<file path="src/rtl/core/sit_pkg.sv">
// Package for the segment intersection test pipeline.
// Holds the default coordinate width, the output bus width and the result type.
// No dependencies.
package sit_pkg;

  // Default coordinate width of one endpoint field.
  localparam int COORD_WIDTH_DEF = 16;

  // Result bus: two flags, padded up to one byte.
  localparam int RESULT_TDATA_W = 8;

  // Flags of one result item.
  typedef struct packed {
    logic parallel;
    logic intersects;
  } sit_result_t;

endpackage

</file>
<file path="src/rtl/core/sit_diff.sv">
// First pipeline stage: coordinate differences of the two segments.
// Depends on sit_pkg.
module sit_diff
  import sit_pkg::*;
#(
  parameter int COORD_WIDTH = COORD_WIDTH_DEF
) (
  input  logic                                clk,
  input  logic                                rst,
  input  logic                                valid_in,
  output logic                                ready_up,
  input  logic [8*COORD_WIDTH-1:0]            coords,
  output logic                                valid,
  input  logic                                ready_dn,
  output logic signed [COORD_WIDTH:0]         dx12,
  output logic signed [COORD_WIDTH:0]         dy12,
  output logic signed [COORD_WIDTH:0]         dx34,
  output logic signed [COORD_WIDTH:0]         dy34,
  output logic signed [COORD_WIDTH:0]         dx13,
  output logic signed [COORD_WIDTH:0]         dy13
);

  localparam int CW = COORD_WIDTH;

  logic signed [CW:0] x1, y1, x2, y2, x3, y3, x4;
  logic signed [CW:0] y4;

  // Sign-extend each field by one bit so the differences cannot overflow.
  assign x1 = $signed({coords[1*CW-1], coords[1*CW-1:0*CW]});
  assign y1 = $signed({coords[2*CW-1], coords[2*CW-1:1*CW]});
  assign x2 = $signed({coords[3*CW-1], coords[3*CW-1:2*CW]});
  assign y2 = $signed({coords[4*CW-1], coords[4*CW-1:3*CW]});
  assign x3 = $signed({coords[5*CW-1], coords[5*CW-1:4*CW]});
  assign y3 = $signed({coords[6*CW-1], coords[6*CW-1:5*CW]});
  assign x4 = $signed({coords[7*CW-1], coords[7*CW-1:6*CW]});
  assign y4 = $signed({coords[8*CW-1], coords[8*CW-1:7*CW]});

  // The stage takes a new item when it is empty or its content moves on.
  assign ready_up = !valid || ready_dn;

  always_ff @(posedge clk) begin
    if (rst) begin
      valid <= 1'b0;
    end else if (ready_up) begin
      valid <= valid_in;
    end
  end

  always_ff @(posedge clk) begin
    if (ready_up && valid_in) begin
      dx12 <= x1 - x2;
      dy12 <= y1 - y2;
      dx34 <= x3 - x4;
      dy34 <= y3 - y4;
      dx13 <= x1 - x3;
      dy13 <= y1 - y3;
    end
  end

endmodule

</file>
<file path="config.mk">
export PLATFORM = sky130hd
export DESIGN_NAME = sit_diff
export DESIGN_NICKNAME = d
export VERILOG_FILES = /design/src/rtl/core/sit_pkg.sv /design/src/rtl/core/sit_diff.sv
export SDC_FILE = /design/constraint.sdc
export NUM_CORES = 1
export LEC_CHECK = 0
export ABC_AREA = 1
export BUFFER_PORTS_ARGS = -buffer_cell sky130_fd_sc_hd__buf_2
export CORE_UTILIZATION = 40
export DETAILED_ROUTE_END_ITERATION = 10
export PLACE_DENSITY = 0.62
export SLEW_MARGIN = 20
export SYNTH_ARGS = -nofsm -noshare
export SYNTH_HDL_FRONTEND = slang
export SYNTH_SLANG_ARGS = --single-unit
</file>
<file path="constraint.sdc">
create_clock -name clk -period 6.3 [get_ports clk]
set_clock_uncertainty 0.05 [all_clocks]
set_input_delay 0.945 -clock clk [delete_from_list [all_inputs] [get_ports clk]]
set_output_delay 0.945 -clock clk [all_outputs]
set_load 0.1 [all_outputs]
</file>
==> metrics.md, run 1 <==
| Metric | Value |
|---|---|
| Critical path peak fanout | `2` |
| Clock latency at the later pin of the worst-skew pair | `0.34 ns` |
| CTS-repair resized insts | `0` |
| Syn nets | `1640` |
| Power consumption | `2820 uW` |
| Routed length per placed instance | `12.2 um` |
| Crit-path cells | `buf_2 > inv_1 > nand2_1 > buf_2` |
| Crit path DAT | `1.58 ns` |
| CP endpoint kind | `primary output` |
| GR Layer Usage met1 | `0.272` |
| Vias per cell | `4.43` |
| Maximum vdd drop | `0.000108 V` |
| Crit path max-delay family | `buffers and inverters` |
| Final setup viols | `0` |
| Total gr overflow | `0` |
| CTS tree | `yes` |
| Synth cell count leaders | `563 x nand2_1, 385 x inv_1, 102 x edfxtp_1` |
| Detailed-route via count | `8740` |
| Antenna violations before repair | `0` |
| F_max | `388 MHz` |
| Setup CP Type | `in -> out` |
| CTS Buf Count | `9` |
| Fin crit period | `2.58 ns` |
| CP Buf/Inv Count | `3` |
| Die X | `155 um` |
| Top-area cell type share of the netlist area | `0.328` |
| FF-to-FF setup slack | `4.71 ns` |
| Die H | `155 um` |
| Final antenna-violating net count | `0` |
| Slew HR | `0.472` |
| Global-route wire length before repair | `38700 um` |
| RD Place Congestion | `0.883` |
| Grt met3 use | `0.0300` |
| Yosys top cell by area | `edfxtp_1` |
| Vias in the first global route | `8082` |
| RSZ-0062 raised after global routing | `no` |
| Gr usage total | `0.205` |
| Final nets | `1888` |
| Pin count of the biggest net entering global routing | `57` |
| Synth Warn # | `0` |
| Most common cell in the netlist | `nand2_1` |
| Starting Density | `0.410` |
| Routed wire length | `24000 um` |
| Number of clock sinks | `103` |
| Htree depth | `3` |
| Slowest stage delay, CP | `0.42 ns` |
| Main area contributors after synthesis | `edfxtp_1 33%, nand2_1 23%, inv_1 15%` |
| Setup TNS | `0 ns` |
| Seq/Total Area, Yosys | `0.330` |
| Yosys reg bits | `103` |
| Port bufs | `235` |
| Length of the first detailed-routing pass in iterations | `5` |
| Cell variety after synth | `14` |
| Fin crit share | `0.409` |
| Fill count | `2377` |
| Footprint of the multi-input gates | `0.00483 sq mm` |
| CTS max path bufs | `2` |
| Worst-margin pin slew | `0.793 ns` |
| # rows | `55` |
| Critical Path RT | `5.30 ns` |
| Synthesis-to-layout area growth | `20.5%` |
| Max-cap violations | `0` |
| Run status | `finished clean` |
| Mapped Avg Cell Area | `6.65 sq um` |
| Die ar. | `0.0240 sq mm` |
| WHS | `0.481 ns` |
| Starting DRC count in detailed routing | `345` |
| Hold_buf cts | `0` |
| Clk root buf | `clkbuf_16` |
| CP max stage cell | `buf_2` |
| EDFF count, synth | `102` |
| Max-slew violation count | `0` |
| GRT met2 Usage | `0.342` |
| Ant diodes | `0` |
| CP most frequent cell | `buf_2` |
| Seq. cell area | `0.00308 sq mm` |
| Ys flop type | `edfxtp_1` |
| Hold Vio Cnt, Final | `0` |
| Layout cells sized above 1 | `0.154` |
| Busiest layer in global routing | `met2` |
| PwrDens | `251 mW/mm^2` |
| Synth async-reset ratio | `0` |
| Worst setup SP type | `primary input` |
| Residual DRC count | `0` |
| IO Pins | `236` |
| Post-Syn Instances | `1406` |
| Min-Delay Path Class | `reg -> reg` |
| Synthesized area | `0.00934 sq mm` |
| Area of the core | `0.0228 sq mm` |
| Worst-path clk slew | `0.07 ns` |
| Leak pwr | `0.00700 uW` |
| DP HPWL | `20400 um` |
| Setup Buffers After CTS | `0` |
report_power, final:
| part | internal (uW) | leakage [uW] | switching (uW) |
|---|---|---|---|
| registers | 871 | 0.00100 | 22.6 |
| logic | 288 | 0.00585 | 1010 |
| clock network | 350 | 0.000149 | 278 |
cells by family after synthesis:
family                     Yosys count  share of synthesized area
AOI/OAI and AO/OA                   62                     0.0332
xor gates and xnor gates            42                     0.0394
adders and majority gates          102                      0.141
buffers and inverters              385                      0.155
DFF                                103                      0.330
and+or+nand+nor                    712                      0.301
area by class of cell:
class                      count  share of cell area
timing repair buffer         237               0.106
clock buffer                   9              0.0200
clock inverter                 6             0.00823
inverter                     385               0.128
sequential                   103               0.274
multi-input combinational    918               0.429
tap                          313              0.0348
worst min-delay path, stage by stage, from the launching register on:
cell and delay [ns]:
dfxtp_1 0.34, nand2_1 0.09, a21oi_1 0.06
layer usage:
metal,wire length (um),part of all wire
met1,11600,0.48
met5,0,0
met3,1120,0.047
met2,10700,0.45
met4,570,0.024
per-stage QoR:
stage,util,cell area [sq um],cells,worst slack [ns]
floorplan,-,9350,1406,1.84
global placement,0.480,10900,1956,3.56
detailed placement,0.480,10900,1956,3.55
CTS,0.494,11300,1971,3.72
global route,0.494,11300,1971,3.69
finish,0.494,11300,1971,3.72
state kept, by name, summed over array words and instances, names as in the netlist:
| name | cells |
|---|---|
| dx13 | 17 |
| dy13 | 17 |
| valid | 1 |
| dx34 | 17 |
| dy12 | 17 |
| dy34 | 17 |
| dx12 | 17 |
path summary, 6_finish.rpt:
| kind | depth (start not counted) | end | startpoint |
|---|---|---|---|
| setup / recovery | 4 | ready_up | ready_dn |
| setup reg to reg | 2 | dx34[15] | valid |
| hold reg to reg | 2 | valid | valid |
| hold / removal | 2 | valid | valid |
layout by cell type (no fill, tap or decap):
master        n
edfxtp_1    102
clkinvlp_4    2
inv_1       385
nand2_1     563
nand3_1      69
nor3_1       24
a21oi_4       1
ha_1         96
fa_1          6
a21oi_1      61
xnor2_1      14
buf_4         2
nand2_2       3
clkbuf_16     9
bufinv_16     2
inv_6         2
xor2_1       28
or2_1         8
buf_2       235
nor2_1       45
dfxtp_1       1
(Power assumes the default switching activity.)
==> run 2: changes to the inputs <==
--- a/config.mk
+++ b/config.mk
@@ -5,11 +5,11 @@
 export SDC_FILE = /design/constraint.sdc
 export NUM_CORES = 1
 export LEC_CHECK = 0
-export ABC_AREA = 1
+export ABC_AREA = 0
 export BUFFER_PORTS_ARGS = -buffer_cell sky130_fd_sc_hd__buf_2
 export CORE_UTILIZATION = 40
 export DETAILED_ROUTE_END_ITERATION = 10
-export PLACE_DENSITY = 0.62
+export PLACE_DENSITY = 0.64
 export SLEW_MARGIN = 20
 export SYNTH_ARGS = -nofsm -noshare
 export SYNTH_HDL_FRONTEND = slang
==> constraint.sdc (replaced) <==
create_clock -name clk -period 2.2 [get_ports clk]
set_clock_uncertainty 0.05 [all_clocks]
set_input_delay 0.33 -clock clk [delete_from_list [all_inputs] [get_ports clk]]
set_output_delay 0.33 -clock clk [all_outputs]
set_load 0.1 [all_outputs]
==> run 2 against run 1 <==
Net effect: hold slack got worse by 0.42 ns; clock-buffer cell count rose by 3; setup slack worse by 3.6 ns; sequential share of layout area rose by 1.2 points; clock power rose to 2.7 times the previous value; register-to-register slack got worse by 3.9 ns; synthesized area is 14% lower; sequential cell count unchanged; combinational power rose to 3.0 times the previous value; final cell count decreased by 26%; critical endpoint is now dx34[14].
==> metrics.md, run 2 <==
| Metric | Value |
|---|---|
| Fin crit period | `2.10 ns` |
| Clk root buf | `clkbuf_16 (unchanged)` |
| Setup CP Type | `in -> reg (was in -> out)` |
| Leak pwr | `0.00528 uW (was 0.00700 uW)` |
| Crit-path cells | `buf_2 > inv_1 > ha_1 > fa_1 > nor2b_1 > o31a_1 > o221ai_1 > o211ai_1 > o211ai_1 > xnor2_1 (was buf_2 > inv_1 > nand2_1 > buf_2)` |
| Critical Path RT | `2.25 ns (was 5.30 ns)` |
| Clock latency at the later pin of the worst-skew pair | `0.35 ns (was 0.34 ns)` |
| Vias per cell | `4.94 (was 4.43)` |
| Most common cell in the netlist | `inv_1 (was nand2_1)` |
| Worst reg2reg startpoint | `valid (unchanged)` |
| Syn nets | `1073 (was 1640)` |
| Routed wire length | `21100 um (was 24000 um)` |
| F_max | `476 MHz` |
| Length of the first detailed-routing pass in iterations | `4 (was 5)` |
| Slowest stage delay, CP | `0.40 ns (was 0.42 ns)` |
| Synth Warn # | `0 (unchanged)` |
| Hold Vio Cnt, Final | `0 (unchanged)` |
| RD Place Congestion | `0.911 (was 0.883)` |
| CP endpoint kind | `register (was primary output)` |
| CP most frequent cell | `o211ai_1 (was buf_2)` |
| Port bufs | `235 (unchanged)` |
| Residual DRC count | `0 (unchanged)` |
| Commonest non-fill, non-tap cells in the layout | `235 x buf_2, 132 x inv_1, 111 x buf_4 (was 563 x nand2_1, 385 x inv_1, 235 x buf_2)` |
| Worst setup SP type | `primary input (unchanged)` |
| Setup TNS | `0 ns (unchanged)` |
| Final setup viols | `0 (unchanged)` |
| Max-cap violations | `0 (unchanged)` |
| Hold path depth | `2 (unchanged)` |
| Die H | `144 um (was 155 um)` |
| Synthesized area | `0.00806 sq mm (was 0.00934 sq mm)` |
| Post-Syn Instances | `839 (was 1406)` |
| End of the critical path | `dx34[14] (was ready_up)` |
| Synth async-reset ratio | `0 (unchanged)` |
| CP max stage cell | `fa_1 (was buf_2)` |
| WHS | `0.0609 ns (was 0.481 ns)` |
| Worst R2R End | `dx34[12] (was dx34[15])` |
| Vias in the first global route | `7252 (was 8082)` |
| Cell variety after synth | `65 (was 14)` |
| Most common library cell in the layout ignoring fill and taps | `buf_2 (was nand2_1)` |
| Mapped Avg Cell Area | `9.60 sq um (was 6.65 sq um)` |
| Global-route wire length before repair | `33500 um (was 38700 um)` |
| DP HPWL | `17500 um (was 20400 um)` |
| Htree depth | `3 (unchanged)` |
| Busiest layer in global routing | `met2 (unchanged)` |
| Run status | `finished clean (unchanged)` |
| Worst setup path startpoint | `coords[64] (was ready_dn)` |
| Number of clock sinks | `103 (unchanged)` |
| Seq/Total Area, Yosys | `0.383 (was 0.330)` |
| Fin crit share | `0.954` |
| Area of the core | `0.0196 sq mm (was 0.0228 sq mm)` |
| Min-Delay Path Class | `in -> reg (was reg -> reg)` |
| Critical path peak fanout | `3 (was 2)` |
| CTS max path bufs | `2 (unchanged)` |
| Worst-path clk slew | `0.08 ns (was 0.07 ns)` |
| Main area contributors after synthesis | `edfxtp_1 38%, ha_1 15%, inv_1 6.1% (was edfxtp_1 33%, nand2_1 23%, inv_1 15%)` |
| Setup ws final | `0.101 ns (was 3.72 ns)` |
| Antenna violations before repair | `6 (was 0)` |
| GRT met2 Usage | `0.387 (was 0.342)` |
| Detailed-route via count | `7219 (was 8740)` |
| Crit path DAT | `2.15 ns (was 1.58 ns)` |
| Fill count | `1804 (was 2377)` |
| PwrDens | `759 mW/mm^2 (was 251 mW/mm^2)` |
| Final nets | `1422 (was 1888)` |
| Worst-margin pin slew | `0.542 ns (was 0.793 ns)` |
| Starting DRC count in detailed routing | `318 (was 345)` |
| FF-to-FF setup slack | `0.78 ns (was 4.71 ns)` |
| Starting Density | `0.411 (was 0.410)` |
| IO Pins | `236 (unchanged)` |
| Synth cell count leaders | `132 x inv_1, 102 x edfxtp_1, 96 x ha_1 (was 563 x nand2_1, 385 x inv_1, 102 x edfxtp_1)` |
| GR Layer Usage met1 | `0.224 (was 0.272)` |
| Total gr overflow | `0 (unchanged)` |
| # rows | `51 (was 55)` |
| Max-slew violation count | `0 (unchanged)` |
| Yosys reg bits | `103 (unchanged)` |
| Layout cells sized above 1 | `0.324 (was 0.154)` |
| Slew HR | `0.641 (was 0.472)` |
| CTS Buf Count | `9 (unchanged)` |
| Yosys top cell by area | `edfxtp_1 (unchanged)` |
| Routed length per placed instance | `14.5 um (was 12.2 um)` |
| Pin count of the biggest net entering global routing | `28 (was 57)` |
| Hold_buf cts | `0 (unchanged)` |
| Maximum vdd drop | `0.000466 V (was 0.000108 V)` |
| Die ar. | `0.0207 sq mm (was 0.0240 sq mm)` |
| Setup WS pre-CTS | `-0.326 ns (was 3.55 ns)` |
| Grt met3 use | `0.0616 (was 0.0300)` |
| Top-area cell type share of the netlist area | `0.380 (was 0.328)` |
| RSZ-0062 raised after global routing | `yes (was no)` |
| Ys flop type | `edfxtp_1 (unchanged)` |
| Gr usage total | `0.209 (was 0.205)` |
| Final antenna-violating net count | `0 (unchanged)` |
| Die X | `144 um (was 155 um)` |
| CTS tree | `yes (unchanged)` |
| Synthesis-to-layout area growth | `33.8% (was 20.5%)` |
| EDFF count, synth | `102 (unchanged)` |
| Cells on worst reg2reg path | `3 (was 2)` |
## run 2: power breakdown
part           switching [uW]  internal (uW)
logic                    2800           1100
registers                70.2           2510
clock network             777            922
## run 2: area by class of cell
cell class | count | area [sq um] | area share
diodes | 2 | 5.00 | 0.000464
flip-flops and latches | 103 | 3080 | 0.286
well taps | 265 | 332 | 0.0308
repair buffers | 349 | 2070 | 0.192
inverters | 132 | 495 | 0.0460
multi-input cells | 593 | 4490 | 0.417
clock inverters | 4 | 55.1 | 0.00511
clock buffers | 12 | 246 | 0.0229
## run 2: timing repair
action                     4_1_cts  5_1_grt
setup endpoints to repair        0        5
resized for setup                0        5
buffers inserted                 0        0
## run 2: critical path, delay by kind of cell
family          cells  cell delay (ns)
compound gates      4             0.79
fa+ha+maj           2             0.62
buf+inv             2             0.13
simple gates        1             0.16
xor+xnor            1             0.13
## run 2: metal layers
| metal | vias to the layer above | part of all wire |
|---|---|---|
| met5 | - | 0.0018 |
| met4 | 6 | 0.019 |
| met3 | 32 | 0.080 |
| met2 | 225 | 0.50 |
| met1 | 3236 | 0.40 |
| li1 | 3720 | - |
## run 2: worst min-delay path by stage
stage | start | to
final | rst | valid
after floorplan | rst | valid
after CTS | rst | valid
after global placement | valid | valid
after detailed placement | valid | valid
after global routing | rst | valid
## run 2: cell families after synthesis
group                      synth area share
AOI/OAI and AO/OA                     0.184
xor gates and xnor gates             0.0717
adders and majority gates             0.164
muxes                               0.00621
DFF                                   0.383
and+or+nand+nor                       0.125
buffers and inverters                0.0666
## run 2: through the flow
step / total power, uW / std cells / area, sq um / util
finish: 8180 / 1460 / 10800 / 0.550
CTS: 8240 / 1458 / 10800 / 0.549
floorplan: 5580 / 839 / 8090 / -
global placement: 6490 / 1442 / 10500 / 0.534
detailed placement: 6530 / 1442 / 10500 / 0.534
global route: 8580 / 1460 / 10800 / 0.550
